<file path="config.mk">
export PLATFORM = sky130hd
export DESIGN_NAME = ncl_lane
export DESIGN_NICKNAME = d
export VERILOG_FILES = /design/src/rtl/ncl_pkg.sv /design/src/rtl/ncl_lane.sv
export SDC_FILE = /design/constraint.sdc
export NUM_CORES = 2
export LEC_CHECK = 0
export BUFFER_PORTS_ARGS = -buffer_cell sky130_fd_sc_hd__buf_2
export CORE_MARGIN = 2
export CORE_UTILIZATION = 36
export DETAILED_ROUTE_END_ITERATION = 6
export PLACE_DENSITY = 0.48
export SLEW_MARGIN = 20
export SYNTH_ARGS = -nofsm -noshare
export SYNTH_HDL_FRONTEND = slang
export SYNTH_SLANG_ARGS = --single-unit
</file>
<file path="constraint.sdc">
create_clock -name clk_i -period 9.3 [get_ports clk_i]
set_input_delay 0.93 -clock clk_i [delete_from_list [all_inputs] [get_ports clk_i]]
set_output_delay 0.93 -clock clk_i [all_outputs]
set_load 0.01 [all_outputs]
</file>
<file path="src/rtl/ncl_pkg.sv">
// Shared types and constants for the nearest-centroid label block.
package ncl_pkg;

  // Fixed field widths of the word formats.
  localparam int unsigned FEATURES  = 4;
  localparam int unsigned COORD_W   = 16;
  localparam int unsigned DIFF_W    = COORD_W + 1;
  localparam int unsigned SQ_W      = 2 * COORD_W;
  localparam int unsigned DIST_W    = SQ_W + $clog2(FEATURES);
  localparam int unsigned LABEL_W   = 6;
  localparam int unsigned EIDX_W    = 6;
  localparam int unsigned ACTIVE_W  = 7;

  // Operation codes carried in the opcode field.
  localparam logic OP_LOAD     = 1'b0;
  localparam logic OP_CLASSIFY = 1'b1;

  typedef logic signed [COORD_W-1:0] coord_t;
  typedef coord_t [FEATURES-1:0] point_t;

  // Input word: a centroid load or a point to classify.
  typedef struct packed {
    logic                opcode;
    logic [EIDX_W-1:0]   entry_index;
    logic [LABEL_W-1:0]  entry_label;
    logic signed [COORD_W-1:0] coord_0;
    logic signed [COORD_W-1:0] coord_1;
    logic signed [COORD_W-1:0] coord_2;
    logic signed [COORD_W-1:0] coord_3;
  } in_word_t;

  // Result word of one classify.
  typedef struct packed {
    logic [LABEL_W-1:0] cluster_label;
    logic [EIDX_W-1:0]  nearest_index;
    logic [DIST_W-1:0]  min_distance;
  } out_word_t;

  // One table entry as held in a lane memory.
  typedef struct packed {
    logic [LABEL_W-1:0] label;
    point_t             point;
  } entry_t;

  // Control tag that travels beside each row through the lanes.
  typedef struct packed {
    logic valid;
    logic first;
    logic last;
  } scan_tag_t;

endpackage

</file>
<file path="src/rtl/ncl_lane.sv">
// One distance lane: a bank of the centroid table and a squared-distance pipeline.
module ncl_lane
  import ncl_pkg::*;
#(
  parameter int unsigned ROWS  = 16,
  parameter int unsigned ROW_W = 4
) (
  input  logic               clk_i,
  input  logic               wr_en_i,
  input  logic [ROW_W-1:0]   wr_row_i,
  input  entry_t             wr_entry_i,
  input  logic               rd_en_i,
  input  logic [ROW_W-1:0]   rd_row_i,
  input  point_t             point_i,
  output logic [DIST_W-1:0]  dist_o,
  output logic [LABEL_W-1:0] label_o
);

  entry_t mem [ROWS];

  entry_t             rd_q;
  logic [SQ_W-1:0]    sq_q [FEATURES];
  logic [SQ_W-1:0]    sq_d [FEATURES];
  logic [LABEL_W-1:0] label2_q;
  logic [DIST_W-1:0]  dist_q, dist_d;
  logic [LABEL_W-1:0] label3_q;

  // Bank storage: one write port for loads, one registered read port for the scan.
  always_ff @(posedge clk_i) begin
    if (wr_en_i) begin
      mem[wr_row_i] <= wr_entry_i;
    end
    if (rd_en_i) begin
      rd_q <= mem[rd_row_i];
    end
  end

  // Per-feature difference and square, one multiplier per feature.
  always_comb begin
    logic signed [DIFF_W-1:0]   diff;
    logic signed [2*DIFF_W-1:0] prod;
    for (int f = 0; f < FEATURES; f++) begin
      diff    = DIFF_W'(point_i[f]) - DIFF_W'(rd_q.point[f]);
      prod    = diff * diff;
      sq_d[f] = SQ_W'(unsigned'(prod));
    end
  end

  // Sum of the squared differences.
  always_comb begin
    dist_d = '0;
    for (int f = 0; f < FEATURES; f++) begin
      dist_d = dist_d + DIST_W'(sq_q[f]);
    end
  end

  // Square and sum stages.
  always_ff @(posedge clk_i) begin
    sq_q     <= sq_d;
    label2_q <= rd_q.label;
    dist_q   <= dist_d;
    label3_q <= label2_q;
  end

  assign dist_o  = dist_q;
  assign label_o = label3_q;

endmodule

</file>
; ---- Word-level counts from Yosys, hierarchy flattened
; Memories as Yosys holds them, arrays and structs flattened. A register that Yosys moved wholly into a read port is not among the register bits.
; Index checks and enable logic that the tools add are counted.
[word_totals]
register_bits = 174
latchBits = 0
ram_bits = 1120
mem_bits_ro = 0
inputBits = 145
output_inout_bits = 40
elab_cells = 21
mem_count = 1
[classes]
add_sub_neg = 7
n_mul = 4
div = 0
magnitude_cmp = 0
eq_ne = 0
n_shift = 0
muxes = 2
n_bitwise = 0
n_reduce_logical = 0
[mem_list]
columns = memory, depth, width, rd, rd_ports_with_merged_regs, wr, line
row1 = mem, 16, 70, 1, 1, 1, ncl_lane.sv:19  ; entry_t mem [ROWS];
[op_table]
columns = op, n
row1 = 17-bit by 17-bit multiplier with 32-bit output, 4
row2 = 16-bit by 16-bit subtractor with 17-bit output, 4
row3 = 33-bit by 32-bit adder with 34-bit output, 1
row4 = 34-bit by 32-bit adder with 34-bit output, 1
row5 = 32-bit by 32-bit adder with 33-bit output, 1
row6 = 1-bit 2-to-1 mux, 2

; ---- Logic depth before layout (Yosys ltp)
[depth]
word_depth = 3
depth_mapped = 35
ltp_nobuf = 34

; ---- Worst setup path after synthesis
; OpenSTA, ideal clock, no wires.
[synth_path]
kind = input -> register
from = input point_i[48] in the netlist's numbering
to = register sq_q[30] in the netlist's numbering
setup_ns = 0.072
arrival_time_ns = 8.458
required_ns = 9.228
path_slack_ns = 0.770
path_stages = 34
path_buffers = 1
path_cell_list = inv_1 -> ha_1 -> fa_1 -> nor2b_1 -> o31a_1 -> o21ai_1 -> a21oi_1 -> nor2_1 -> xnor2_1 -> inv_1 -> clkbuf_1 -> nor2_1 -> inv_1 -> fa_1 -> inv_1 -> fa_1 -> inv_1 -> fa_1 -> inv_1 -> fa_1 -> fa_1 -> inv_1 -> fa_1 -> inv_1 -> ha_1 -> a211oi_1 -> nand2_1 -> a311oi_1 -> a311oi_4 -> a221oi_4 -> o21ai_2 -> or4_1 -> a31oi_1 -> xnor2_1
[synth_rtl]
columns = item, line
row1 = start: declaration, ncl_lane.sv:14  ; input point_t point_i,
row2 = end signal: assignment, ncl_lane.sv:59  ; sq_q <= sq_d;
row3 = end: declaration, ncl_lane.sv:22  ; logic [SQ_W-1:0] sq_q [FEATURES];

==> impl_metrics.toml <==
[global_routing]
antenna_found_initial = 34
grt_max_degree = 111
overflow = 0
grt_pass1_vias = 55929
grt_pass1_wl_um = 354000
grt.total_usage_pct = 18.5

[worst_setup_path]
slowest_stage = "fa_1"
critPathMaxStageDelay_ns = 0.52
cp_top_family = "adder cells"
reg2reg_depth = 32
path_class = "flip-flop to flip-flop"
crit_start = "rd_q[49]"
r2r_setup_slack_ns = 0.69
critPathLaunchType = "flip-flop"
crit_buf_inv = 6
worstPathRequired_ns = 10.00
reg2reg_from = "rd_q[49]"
r2r-end = "sq_q[30]"
crit_path_end_kind = "flip-flop"
crit_fanout = 11
crit_arrival_ns = 9.31

[hold_path]
hold_class = "flip-flop to flip-flop"
min-delay-start = "label2_q[5]"
holdPathEnd = "label_o[5]"
hold_depth = 0

[detailed_routing]
drt-vias-per-instance = 4.90
ant_nets = 0
routed_wl_um = 231000
drc = 0
dr.pass1.iters = 6
drtIter0Drc = 3556
num_vias = 50986
wl_per_cell_um = 22.2

[clock_network]
cts_root_buf = "clkbuf_16"
post_cts_buffers = 0
clock_sinks = 1360
clockBufferDepth = 3
postCtsHoldBufs = 0
cts.htree.levels = 4
worst_skew_pair.late_latency_ns = 0.81
cts_tree = "yes"
clkTransAtPathRegs_ns = 0.06
cts_resized = 0
numCtsBuffers = 151

[synth]
ys_warn_count = 0
synthTopCellsByCount = "1,379 x inv_1, 1,190 x edfxtp_1, 1,094 x fa_1"
synth.area.top_cells = "edfxtp_1 40%, fa_1 24%, mux4_2 8.8%"
ys.flop_type = "edfxtp_1"
ys_seq_area_share_pct = 43.5
synth.most_common_cell = "inv_1"
synth_top_cell_by_area = "edfxtp_1"
synth-edff-count = 1190
avgSynthCellArea_um2 = 13.7
yosysUniqueCellTypes = 88
synthCells = 6587
ys_seq_elements = 1360
synth_top_area_share_pct = 39.7
syn_area_um2 = 90000
synthArstFlopShare_pct = 0

[sta]
slew_headroom_pct = 25.0
finClkSkew_ns = 0.0735
setup_viol = 0
tightest_slew_ns = 1.12
finalCritPeriodShare_pct = 92.6
slew_viol_final = 0
post-route-min-period_ns = 8.61
fin_tns_setup_ns = 0
grt_setup_unrepaired = "false"
hold_violations = 0
max_freq_mhz = 116

[die]
initial_core_util_pct = 36.2
die_y_um = 504
io_pins = 185
core_um2 = 249000
row_count = 183
dieArea_um2 = 254000
die_x_um = 504

[outcome]
outcome = "finished clean"

[layout]
fin_nets = 8594
drive_above_1_share_pct = 14.4
regArea_um2 = 39100
fillers = 23345
multi_input_area_um2 = 45100
utilization_pct = 40.7
areaGrowthSynthToFinish_pct = 12.4

[placement]
gp_congestion = 0.870
port_buffers = 184
place_hpwl_um = 164000

[job]
cap_violations = 0
-- registers in the layout (all words and copies together), names as in the netlist --
register  count
mem        1120
dist_o       34
rd_q         70
sq_q        124
label2_q      6
label_o       6
-- worst max-delay path by stage --
stage	cells after the start	slack (ns)	to
2_1_floorplan	34	0.77	sq_q[30]
3_5_place_dp	32	0.12	sq_q[30]
4_1_cts	32	0.68	sq_q[30]
6_report	32	0.69	sq_q[30]
3_3_place_gp	32	0.20	sq_q[30]
5_1_grt	32	0.11	sq_q[60]
-- per-stage QoR --
stage / hold WS, ns / instances / worst slack, ns / area, µm²
after global routing: 0.346 / 10399 / 0.109 / 101000
after global placement: 0.316 / 10119 / 0.196 / 96000
final: 0.332 / 10406 / 0.689 / 101000
after floorplan: 0.310 / 6588 / 0.770 / 90000
after detailed placement: 0.317 / 10119 / 0.120 / 96000
after CTS: 0.333 / 10395 / 0.676 / 101000
-- layout by cell type, fill, tap and decap left out, types with 33 or more instances in the layout --
cell       synthesis  layout
a21o_1            81      81
a21oi_1          136     136
buf_2              4     179
buf_4              5     185
clkbuf_16          0     151
dfxtp_1          170     170
edfxtp_1        1190    1190
fa_1            1094    1094
ha_1             413     413
inv_1           1379    1379
mux4_2           350     350
nand2_1          350     350
nand3_1           33      33
nor2_1           480     468
o21a_1            38      38
o21ai_0           89      89
xnor2_1          181     180
xor2_1            59      59
-- cell type report --
class | count | area share [%]
Antenna cell | 11 | 0.0272
Clock buffer | 190 | 3.95
Clock inverter | 86 | 1.08
Inverter | 1406 | 5.22
Multi-Input combinational cell | 3653 | 44.6
Sequential cell | 1360 | 38.7
Tap cell | 3330 | 4.12
Timing Repair Buffer | 370 | 2.36
-- per-layer routing --
layer / wire (µm) / track usage (%) / vias up / share of wire, %
li1: - / - / 22636 / -
met1: 102000 / 25.4 / 27019 / 44
met2: 115000 / 31.5 / 1046 / 50
met3: 10300 / 2.56 / 265 / 4.5
met4: 3780 / 3.53 / 20 / 1.6
met5: 130 / 0 / - / 0.056
-- kinds of logic (layout without fill, tap and decap cells) --
family	Yosys count	after routing	synth area share [%]
buffers and inverters	1575	2052	6.60
other	2	14	0.00834
XOR/XNOR	241	241	2.35
multiplexers	354	354	8.80
AO/OA/AOI/OAI	494	494	3.72
AND/OR/NAND/NOR	1054	1054	4.99
adder cells (fa/ha/maj)	1507	1507	30.1
flip-flops	1360	1360	43.5
-- worst reg2reg max path, delay by kind of cell, from the launching register on --
family	cells	cell delay [ns]
xor gates and xnor gates	1	0.13
and+or+nand+nor	4	0.78
adders and majority gates	8	3.56
DFF	1	0.45
AOI/OAI and AO/OA	12	2.98
buffers and inverters	6	0.35
muxes	1	0.25
Power is left out: the tool's default activity adds up to more than one toggle a clock period on the data nets, which glitch-free logic cannot reach.
