==> src/rtl/ncl_pkg.sv <==
// Shared types and constants for the nearest-centroid label block.
package ncl_pkg;

  // Fixed field widths of the word formats.
  localparam int unsigned FEATURES  = 4;
  localparam int unsigned COORD_W   = 16;
  localparam int unsigned DIFF_W    = COORD_W + 1;
  localparam int unsigned SQ_W      = 2 * COORD_W;
  localparam int unsigned DIST_W    = SQ_W + $clog2(FEATURES);
  localparam int unsigned LABEL_W   = 6;
  localparam int unsigned EIDX_W    = 6;
  localparam int unsigned ACTIVE_W  = 7;

  // Operation codes carried in the opcode field.
  localparam logic OP_LOAD     = 1'b0;
  localparam logic OP_CLASSIFY = 1'b1;

  typedef logic signed [COORD_W-1:0] coord_t;
  typedef coord_t [FEATURES-1:0] point_t;

  // Input word: a centroid load or a point to classify.
  typedef struct packed {
    logic                opcode;
    logic [EIDX_W-1:0]   entry_index;
    logic [LABEL_W-1:0]  entry_label;
    logic signed [COORD_W-1:0] coord_0;
    logic signed [COORD_W-1:0] coord_1;
    logic signed [COORD_W-1:0] coord_2;
    logic signed [COORD_W-1:0] coord_3;
  } in_word_t;

  // Result word of one classify.
  typedef struct packed {
    logic [LABEL_W-1:0] cluster_label;
    logic [EIDX_W-1:0]  nearest_index;
    logic [DIST_W-1:0]  min_distance;
  } out_word_t;

  // One table entry as held in a lane memory.
  typedef struct packed {
    logic [LABEL_W-1:0] label;
    point_t             point;
  } entry_t;

  // Control tag that travels beside each row through the lanes.
  typedef struct packed {
    logic valid;
    logic first;
    logic last;
  } scan_tag_t;

endpackage

==> src/rtl/ncl_merge.sv <==
// Merge stage: picks the nearest lane of a row, then keeps the running best of the scan.
module ncl_merge
  import ncl_pkg::*;
#(
  parameter int unsigned LANES = 4,
  parameter int unsigned ROW_W = 4,
  parameter int unsigned IDX_W = 6,
  parameter int unsigned CNT_W = 7
) (
  input  logic               clk_i,
  input  logic               rst_ni,
  input  scan_tag_t          tag_i,
  input  logic [ROW_W-1:0]   row_i,
  input  logic [CNT_W-1:0]   count_i,
  input  logic [DIST_W-1:0]  dist_i [LANES],
  input  logic [LABEL_W-1:0] label_i [LANES],
  output out_word_t          best_o,
  output logic               done_o
);

  logic [DIST_W-1:0]  cand_dist_d, cand_dist_q;
  logic [IDX_W-1:0]   cand_idx_d, cand_idx_q;
  logic [LABEL_W-1:0] cand_label_d, cand_label_q;
  scan_tag_t          cand_tag_q;

  logic [DIST_W-1:0]  acc_dist_q;
  logic [IDX_W-1:0]   acc_idx_q;
  logic [LABEL_W-1:0] acc_label_q;
  logic               done_q;

  // Row winner; lane zero of a scanned row is always in range, lower lanes win ties.
  always_comb begin
    int base;
    base         = int'(row_i) * LANES;
    cand_dist_d  = dist_i[0];
    cand_idx_d   = IDX_W'(base);
    cand_label_d = label_i[0];
    for (int l = 1; l < LANES; l++) begin
      if ((base + l < int'(count_i)) && (dist_i[l] < cand_dist_d)) begin
        cand_dist_d  = dist_i[l];
        cand_idx_d   = IDX_W'(base + l);
        cand_label_d = label_i[l];
      end
    end
  end

  // Row winner register.
  always_ff @(posedge clk_i) begin
    cand_dist_q  <= cand_dist_d;
    cand_idx_q   <= cand_idx_d;
    cand_label_q <= cand_label_d;
  end

  // Running best; earlier rows win ties by the strict compare.
  always_ff @(posedge clk_i) begin
    if (cand_tag_q.valid && (cand_tag_q.first || (cand_dist_q < acc_dist_q))) begin
      acc_dist_q  <= cand_dist_q;
      acc_idx_q   <= cand_idx_q;
      acc_label_q <= cand_label_q;
    end
  end

  // Tag and completion flags.
  always_ff @(posedge clk_i or negedge rst_ni) begin
    if (!rst_ni) begin
      cand_tag_q <= '0;
      done_q     <= 1'b0;
    end else begin
      cand_tag_q <= tag_i;
      done_q     <= cand_tag_q.valid && cand_tag_q.last;
    end
  end

  assign best_o.cluster_label = acc_label_q;
  assign best_o.nearest_index = EIDX_W'(acc_idx_q);
  assign best_o.min_distance  = acc_dist_q;
  assign done_o               = done_q;

endmodule

==> config.mk <==
export PLATFORM = sky130hd
export DESIGN_NAME = ncl_merge
export DESIGN_NICKNAME = d
export VERILOG_FILES = /design/src/rtl/ncl_pkg.sv /design/src/rtl/ncl_merge.sv
export SDC_FILE = /design/constraint.sdc
export NUM_CORES = 1
export LEC_CHECK = 0
export BUFFER_PORTS_ARGS = -buffer_cell sky130_fd_sc_hd__buf_4
export CORE_MARGIN = 1.5
export CORE_UTILIZATION = 57
export CTS_CLUSTER_DIAMETER = 50
export DETAILED_ROUTE_END_ITERATION = 8
export GPL_TIMING_DRIVEN = 0
export PLACE_DENSITY = 0.89
export SETUP_SLACK_MARGIN = 0.02
export SLEW_MARGIN = 20
export SYNTH_ARGS = -nofsm -noshare
export SYNTH_HDL_FRONTEND = slang
export SYNTH_SLANG_ARGS = --single-unit
==> constraint.sdc <==
create_clock -name clk_i -period 6.9 [get_ports clk_i]
set_input_delay 1.38 -clock clk_i [delete_from_list [all_inputs] [get_ports clk_i]]
set_output_delay 1.38 -clock clk_i [all_outputs]
set_load 0.02 [all_outputs]
* After elaboration in Yosys (flattened, before gate mapping)
Index checks and enable logic that the tools add are counted. W data, S select, Z words.
Storage, ports and cells: register bits 96, input port bits 176, output and inout bits 47
Operators by class: add/sub/neg operators 3, $lt $le $gt $ge 7, muxes and demuxes 9, reductions and logical operators 6
Operator list (count):
- $lt A34 B34 Y1 | 4
- $mux W34 | 3
- $lt A32 B8 Y1 | 3
- $mux W6 | 6
- $add A6 B2 Y7 const B | 2
- $add A6 B1 Y7 const B | 1
- $logic_and A1 B1 Y1 | 5
- $logic_or A1 B1 Y1 | 1

* Logic depth before layout (Yosys ltp)
Gate-level depths: netlist (run 1).
depth in word-level cells 10, gate-level depth with buffers 32

* Worst setup path after synthesis (run 1)
OpenSTA, ideal clock, no wires.
path type in2reg, start input dist_i[133] (netlist bit), end register cand_dist_q[10], setup time 0.121 ns, arrival 7.738 ns, data required time 6.779 ns, setup slack -0.959 ns, stages on the path 32, path through inv_1 ha_1 a21oi_1 nor2_1 a2111oi_0 o21ai_0 nor4_4 buf_2 buf_2 mux2i_1 ha_1 a21oi_1 o21ai_0 a221oi_1 o211ai_1 and3_1 nor3_1 o31ai_4 buf_6 mux2i_1 inv_1 ha_1 and3_1 a221oi_1 o21ai_0 a31oi_1 o21ai_0 a221oi_1 and2_1 a31oi_4 buf_6 mux2_4
On the way: cells in the longest elaborated chain, start to end 9
RTL lines:
- start, declared | line ncl_merge.sv:15 | input logic [DIST_W-1:0] dist_i [LANES],
- $lt A34 B34 Y1 | line ncl_merge.sv:39 | if ((base + l < int'(count_i)) && (dist_i[l] < cand_dist_d)) begin
- $logic_and A1 B1 Y1 | line ncl_merge.sv:39
- $mux W34 (*) | line ncl_merge.sv:39
- $lt A34 B34 Y1 | line ncl_merge.sv:39
- $logic_and A1 B1 Y1 | line ncl_merge.sv:39
- $mux W34 (*) | line ncl_merge.sv:39
- $lt A34 B34 Y1 | line ncl_merge.sv:39
- $logic_and A1 B1 Y1 | line ncl_merge.sv:39
- $mux W34 (*) | line ncl_merge.sv:39
- net cand_dist_d[10] | line ncl_merge.sv:21 | logic [DIST_W-1:0] cand_dist_d, cand_dist_q;
- end signal, assigned | line ncl_merge.sv:49 | cand_dist_q <= cand_dist_d;
- end, declared | line ncl_merge.sv:21
Mark *: on every way through the listed nets, which the timed path passes. The rest lies on a longest branch. A chain may end at the register's enable or synchronous reset.

* Final worst setup path (run 1)
start input dist_i[85] (netlist bit), end register cand_dist_q[8]
The elaborated chain is that of the path after synthesis.

==> qor.csv, run 1 <==
metric,value,unit
DR vias,7009,
CP max FO,10,
pin count of the biggest net entering global routing,21,
main flop type after synthesis,edfxtp_1,
top area cells in the synthesized netlist,"ha_1, edfxtp_1, dfxtp_1",
fillers,558,
Synth top area share,23.15,%
GR Util All Layers,29.59,%
critical path's largest stage delay,360,ps
routed wire length,25200,um
failing checks,setup timing,
Setup WS post-layout,-883.6,ps
crit path kind,input port to flop,
CTS tree,built,
Sink Count,96,
"worst slack, placed",-1925,ps
Setup Skew,6.173,ps
Critical Path RT,7120,ps
"Distinct cells, synth",41,
clock tree buffer depth,2,
post-layout util,88.16,%
LEAKAGE,0.005536,uW
Routed Antenna Nets,0,
number of H-tree levels,3,
FMAX,0.1285,GHz
CP arrival,8010,ps
Slew HR,64.45,%
startpoint type of the worst setup path,input port,
Synth area leader,ha_1,
Setup Viol. Count Final,42,
MaxCap Viol Count,0,
Die Wd,117.0,um
Netlist Area Pre-Place,0.007406,mm2
RSZ-0062 raised after global routing,yes,
final period utilization,112.8,%
DRT iter0 DRCs,467,
Clock Tree Root,clkbuf_16,
Core Region,0.01267,mm2
YS warnings,0,
worst skew pair latency,340,ps
Tightest Pin Transition,532.0,ps
CP endpoint kind,flop,
WL per Instance,21.39,um
"commonest non-fill, non-tap cell in the layout",buf_4,
Syn Area/Cell,10.19,um2
pwr dens,252.1,mW/mm2
total grt overflow,0,
Worst path most repeated cell,a21oi_1,
initial antenna violation count,0,
"Seq/Total Area, Yosys",32.44,%
Die Area,0.01369,mm2
Post-CTS Hold Buffers,0,
share of layout cells above drive strength 1,48.21,%
vias per std cell,5.950,
Post-synth ARST share,4.167,%
Critical-path top delay cell,nor4_4,
CP top delay family,compound AO/OA/AOI/OAI gates,
final net count,1314,
"flops & latches, synth",96,
post-DP HPWL,15820,um
DR DRC count,0,
Routability Congestion,0.8957,
Crit path buffers/inverters,8,
PortBufs,222,
final count of hold timing violations,0,
First-pass DRT Iterations,5,
vias in the first global route,6216,
total clock buffers created by CTS,9,
area grow syn2layout,50.84,%
Worst IR Drop VDD,139.7,uV
most frequent cells in the layout,"buf_4, inv_1, ha_1, edfxtp_1, dfxtp_1",
setup TNS,-35150,ps
Site Rows,41,
Post-DP Area,0.009589,mm2
Hold Path Class,flop to flop,
first-pass GRT wire length,30500,um
Final Cell Area,0.01117,mm2
Die Ht,117.0,um
outcome,finished with violations,
Syn Nets,1040,
number of flops mapped to enable cells by yosys,46,
antenna cells,0,
minimum clock period,7784,ps
IO Pins,223,
Starting Density,58.45,%
Slew Limit Fails,0,
"Clk pin slew, worst setup/hold paths",60,ps
Syn Inst Count,727,
## Yosys cell counts (10+ instances only)
cell	n
mux2_4	21
mux2i_1	66
ha_1	137
nor2_1	16
nand2_1	26
mux2_2	29
inv_1	141
dfxtp_1	46
nand4_1	18
a21o_1	33
edfxtp_1	46
o21ai_0	20
a21oi_1	43
nor3_1	10
nand3_1	13
## per-stage QoR
step / instances / power (uW) / hold WS (ps)
floorplan: 727 / 1601 / 385.5
detailed placement: 1123 / 1993 / 388.7
global placement: 1121 / 1936 / 386.0
global route: 1178 / 2955 / 414.1
CTS: 1151 / 2575 / 403.7
finish: 1178 / 2816 / 403.0
## layout make-up
class / count / area [um2] / area share, %
inverters: 141 / 549.3 / 4.917
flip-flops and latches: 96 / 2402 / 21.51
well taps: 172 / 215.2 / 1.927
multi-input cells: 478 / 5376 / 48.13
clock buffers: 10 / 239.0 / 2.139
repair buffers: 264 / 2151 / 19.25
plain buffers: 11 / 171.4 / 1.534
clock inverters: 6 / 66.31 / 0.5936
## power by group
group | switching (uW) | internal, uW
sequential | 69.8 | 768
clock | 204 | 291
combinational | 730 | 754
total | 1000 | 1810
## timing repair
item | 4_1_cts | 5_1_grt
endpoints found under the setup margin | 42 | 42
gates resized for setup | 58 | 127
buffers inserted | 11 | 25
pin swaps | 7 | 44
gates cloned | 1 | 3
## worst paths after layout
check                                              start                      end  slack, ps  cells past startpoint
worst min register to register     cand_idx_q[5]$_DFF_P_   acc_idx_q[5]$_DFFE_PP_        400                      0
min in group asynchronous                         rst_ni  cand_tag_q[2]$_DFF_PN0_        820                      1
worst max register to register  acc_dist_q[11]$_DFFE_PP_  acc_dist_q[7]$_DFFE_PP_       3560                     13
worst max-delay path                          dist_i[85]   cand_dist_q[8]$_DFF_P_       -880                     32
worst min-delay path               cand_idx_q[5]$_DFF_P_   acc_idx_q[5]$_DFFE_PP_        400                      0
max in group asynchronous                         rst_ni         done_o$_DFF_PN0_       5980                      1
## logic make-up after synthesis
kind of cell	count (synthesis)	share of synthesized area, %
buffers and inverters	153	8.633
adder cells (fa/ha/maj)	137	23.15
AO/OA/AOI/OAI	121	10.71
multiplexers	119	18.04
AND/OR/NAND/NOR	101	7.028
flip-flops	96	32.44
## sequential cells by signal, summed over array words and instances (netlist names)
signal        cells
acc_label_q       6
done_o            1
cand_label_q      6
cand_dist_q      34
cand_idx_q        6
cand_tag_q        3
acc_dist_q       34
acc_idx_q         6
## layer usage
metal,track usage (%),wire length [um],vias up
met5,0,0,-
met4,15.02,1952,0
met3,4.583,1962,171
met2,52.05,12210,442
met1,35.18,9075,3256
li1,-,-,3140
Note: power is estimated with default switching activity, not from simulation.
==> run 2: changes to the inputs <==
--- a/config.mk
+++ b/config.mk
@@ -11,7 +11,7 @@
 export CTS_CLUSTER_DIAMETER = 50
 export DETAILED_ROUTE_END_ITERATION = 8
 export GPL_TIMING_DRIVEN = 0
-export PLACE_DENSITY = 0.89
+export PLACE_DENSITY = 0.95
 export SETUP_SLACK_MARGIN = 0.02
 export SLEW_MARGIN = 20
 export SYNTH_ARGS = -nofsm -noshare
==> run 2 against run 1 <==
The flow still finishes with violations (setup timing); global-route usage is 2.9 points higher; cell count is 0.25% lower; total power is 3.3% higher; sequential power is 2% higher; count of clock-buffer cells in the layout stayed put; critical path depth stayed put; worst hold slack better by 2.6 ps; non-clock buffer count is 4 lower; critical endpoint is now cand_dist_q[2]$_DFF_P_; largest cell class unchanged.
==> qor.csv, run 2 (synthesis results as in run 1) <==
metric,value,unit
Worst IR Drop VDD,163.6,uV
minimum clock period,8090,ps
failing checks,setup timing,
Die Area,0.01369,mm2
Setup Skew,9.224,ps
Post-Place Cells,1123,
CP max FO,10,
Post-DP Area,0.009589,mm2
IO Pins,223,
r2r setup slk,3520,ps
LEAKAGE,0.005509,uW
vias per std cell,6.402,
Final Cell Area,0.01118,mm2
Flop pwr share,29.3,%
Critical-path top delay cell,mux2_2,
Clk pwr share,17.5,%
Site Rows,41,
final period utilization,117.2,%
Clock Tree Root,clkbuf_16,
final count of hold timing violations,0,
share of layout cells above drive strength 1,47.06,%
Tot Pwr,2908,uW
MaxCap Viol Count,0,
startpoint type of the worst setup path,input port,
Int Pwr,1824,uW
DRT iter0 DRCs,745,
Setup WS post-layout,-1190,ps
Hold Path Class,flop to flop,
post-DP HPWL,16210,um
Die Ht,117.0,um
First-pass DRT Iterations,7,
Critical Path RT,7120,ps
Routability Congestion,0.9121,
CP top delay family,compound AO/OA/AOI/OAI gates,
critical path's largest stage delay,390,ps
sw frac,37.27,%
Slew HR,56.25,%
Largest regs,"acc_dist_q: 34 flops, cand_dist_q: 34 flops",
outcome,finished with violations,
total grt overflow,0,
Die Wd,117.0,um
fillers,528,
CTS tree,built,
crit path kind,input port to flop,
proportion of power drawn by combinational gates,53.2,%
total clock buffers created by CTS,9,
GR Util All Layers,32.50,%
DR vias,7522,
first-pass GRT wire length,33550,um
"worst slack, placed",-1949,ps
Starting Density,58.45,%
Sink Count,96,
area grow syn2layout,50.92,%
Finished Layout Cells,1175,
vias in the first global route,6794,
WHS Path Cells,0,
antenna cells,0,
"Clk pin slew, worst setup/hold paths",70,ps
CP endpoint kind,flop,
initial antenna violation count,0,
pwr dens,260.2,mW/mm2
CP Depth,32,
number of H-tree levels,3,
most frequent cells in the layout,"buf_4, inv_1, ha_1, edfxtp_1, dfxtp_1",
Setup Viol. Count Final,42,
Tightest Pin Transition,656.3,ps
clock tree buffer depth,2,
"commonest non-fill, non-tap cell in the layout",buf_4,
Worst R2R Path Depth,12,
Slew Limit Fails,0,
FMAX,0.1236,GHz
Post-CTS Hold Buffers,0,
DR DRC count,0,
Crit path buffers/inverters,7,
routed wire length,29260,um
pin count of the biggest net entering global routing,20,
RSZ-0062 raised after global routing,yes,
PortBufs,222,
worst skew pair latency,350,ps
final net count,1311,
Core Region,0.01267,mm2
Routed Antenna Nets,0,
CP arrival,8310,ps
WL per Instance,24.90,um
Sw Pwr,1084,uW
[run 2: changes by cell type in the layout (fill, tap and decap cells not counted), moves of 3 or more]
| cell | change |
|---|---|
| mux2i_1 | -11 |
| buf_4 | -9 |
| mux2i_4 | +9 |
| a21oi_1 | +7 |
| ha_1 | +6 |
| a21oi_2 | -5 |
| nand2_1 | +5 |
| nand2_2 | -5 |
| buf_6 | +3 |
| ha_2 | -3 |
| ha_4 | -3 |
[run 2: per-layer routing]
metal	track usage [%]	part of all wire [%]	vias up
li1	-	-	3150
met1	36.51	32	3513
met2	58.44	49	619
met3	6.231	9.2	240
met4	17.27	9.1	0
met5	0	0	-
[run 2: cell type report]
class / instances / area (um2) / area share (%)
plain buffers: 12 / 190.2 / 1.702
well taps: 172 / 215.2 / 1.925
inverters: 141 / 546.8 / 4.892
flip-flops and latches: 96 / 2402 / 21.49
multi-input cells: 479 / 5374 / 48.08
repair buffers: 259 / 2151 / 19.24
clock buffers: 10 / 239.0 / 2.138
clock inverters: 6 / 58.81 / 0.5261
[run 2: per-stage QoR]
stage | hold WS (ps) | util (%) | TNS (ps)
2_1_floorplan | 385.5 | - | -9286
3_3_place_gp | 385.9 | 75.16 | -72990
3_5_place_dp | 388.7 | 75.68 | -78560
4_1_cts | 403.3 | 83.13 | -15730
5_1_grt | 416.5 | 88.21 | -48130
6_report | 405.6 | 88.21 | -44110
[run 2: worst register-to-register path, cell delays in order, from the launching register on]
cell	delay, ps
edfxtp_1	390
inv_1	90
ha_1	250
a21o_1	170
a21o_1	180
a21o_1	180
a21o_1	190
a211o_1	300
a21oi_1	270
o31ai_1	190
a21oi_4	480
buf_16	220
buf_16	170
[run 2: path summary, 6_finish.rpt]
path                                         startpoint                       end
worst max-delay path                        dist_i[119]    cand_dist_q[2]$_DFF_P_
worst min-delay path            cand_label_q[5]$_DFF_P_  acc_label_q[5]$_DFFE_PP_
worst max register to register  acc_dist_q[1]$_DFFE_PP_  acc_dist_q[13]$_DFFE_PP_
worst min register to register  cand_label_q[5]$_DFF_P_  acc_label_q[5]$_DFFE_PP_
max in group asynchronous                        rst_ni   cand_tag_q[1]$_DFF_PN0_
min in group asynchronous                        rst_ni          done_o$_DFF_PN0_
[run 2: power groups by stage]
stage,Sequential (uW),Combinational [uW],Clock (uW)
final,853,1550,509
after global routing,865,1620,526
after CTS,844,1280,492
after detailed placement,854,1150,0
after global placement,847,1090,0
after floorplan,907,694,0
[run 2: timing repair]
action / CTS / global route
buffers inserted: 18 / 10
gates resized for setup: 87 / 91
cloned: 3 / 6
pin swaps: 17 / 29
hold endpoints to repair: 0 / 0
endpoints found under the setup margin: 42 / 42
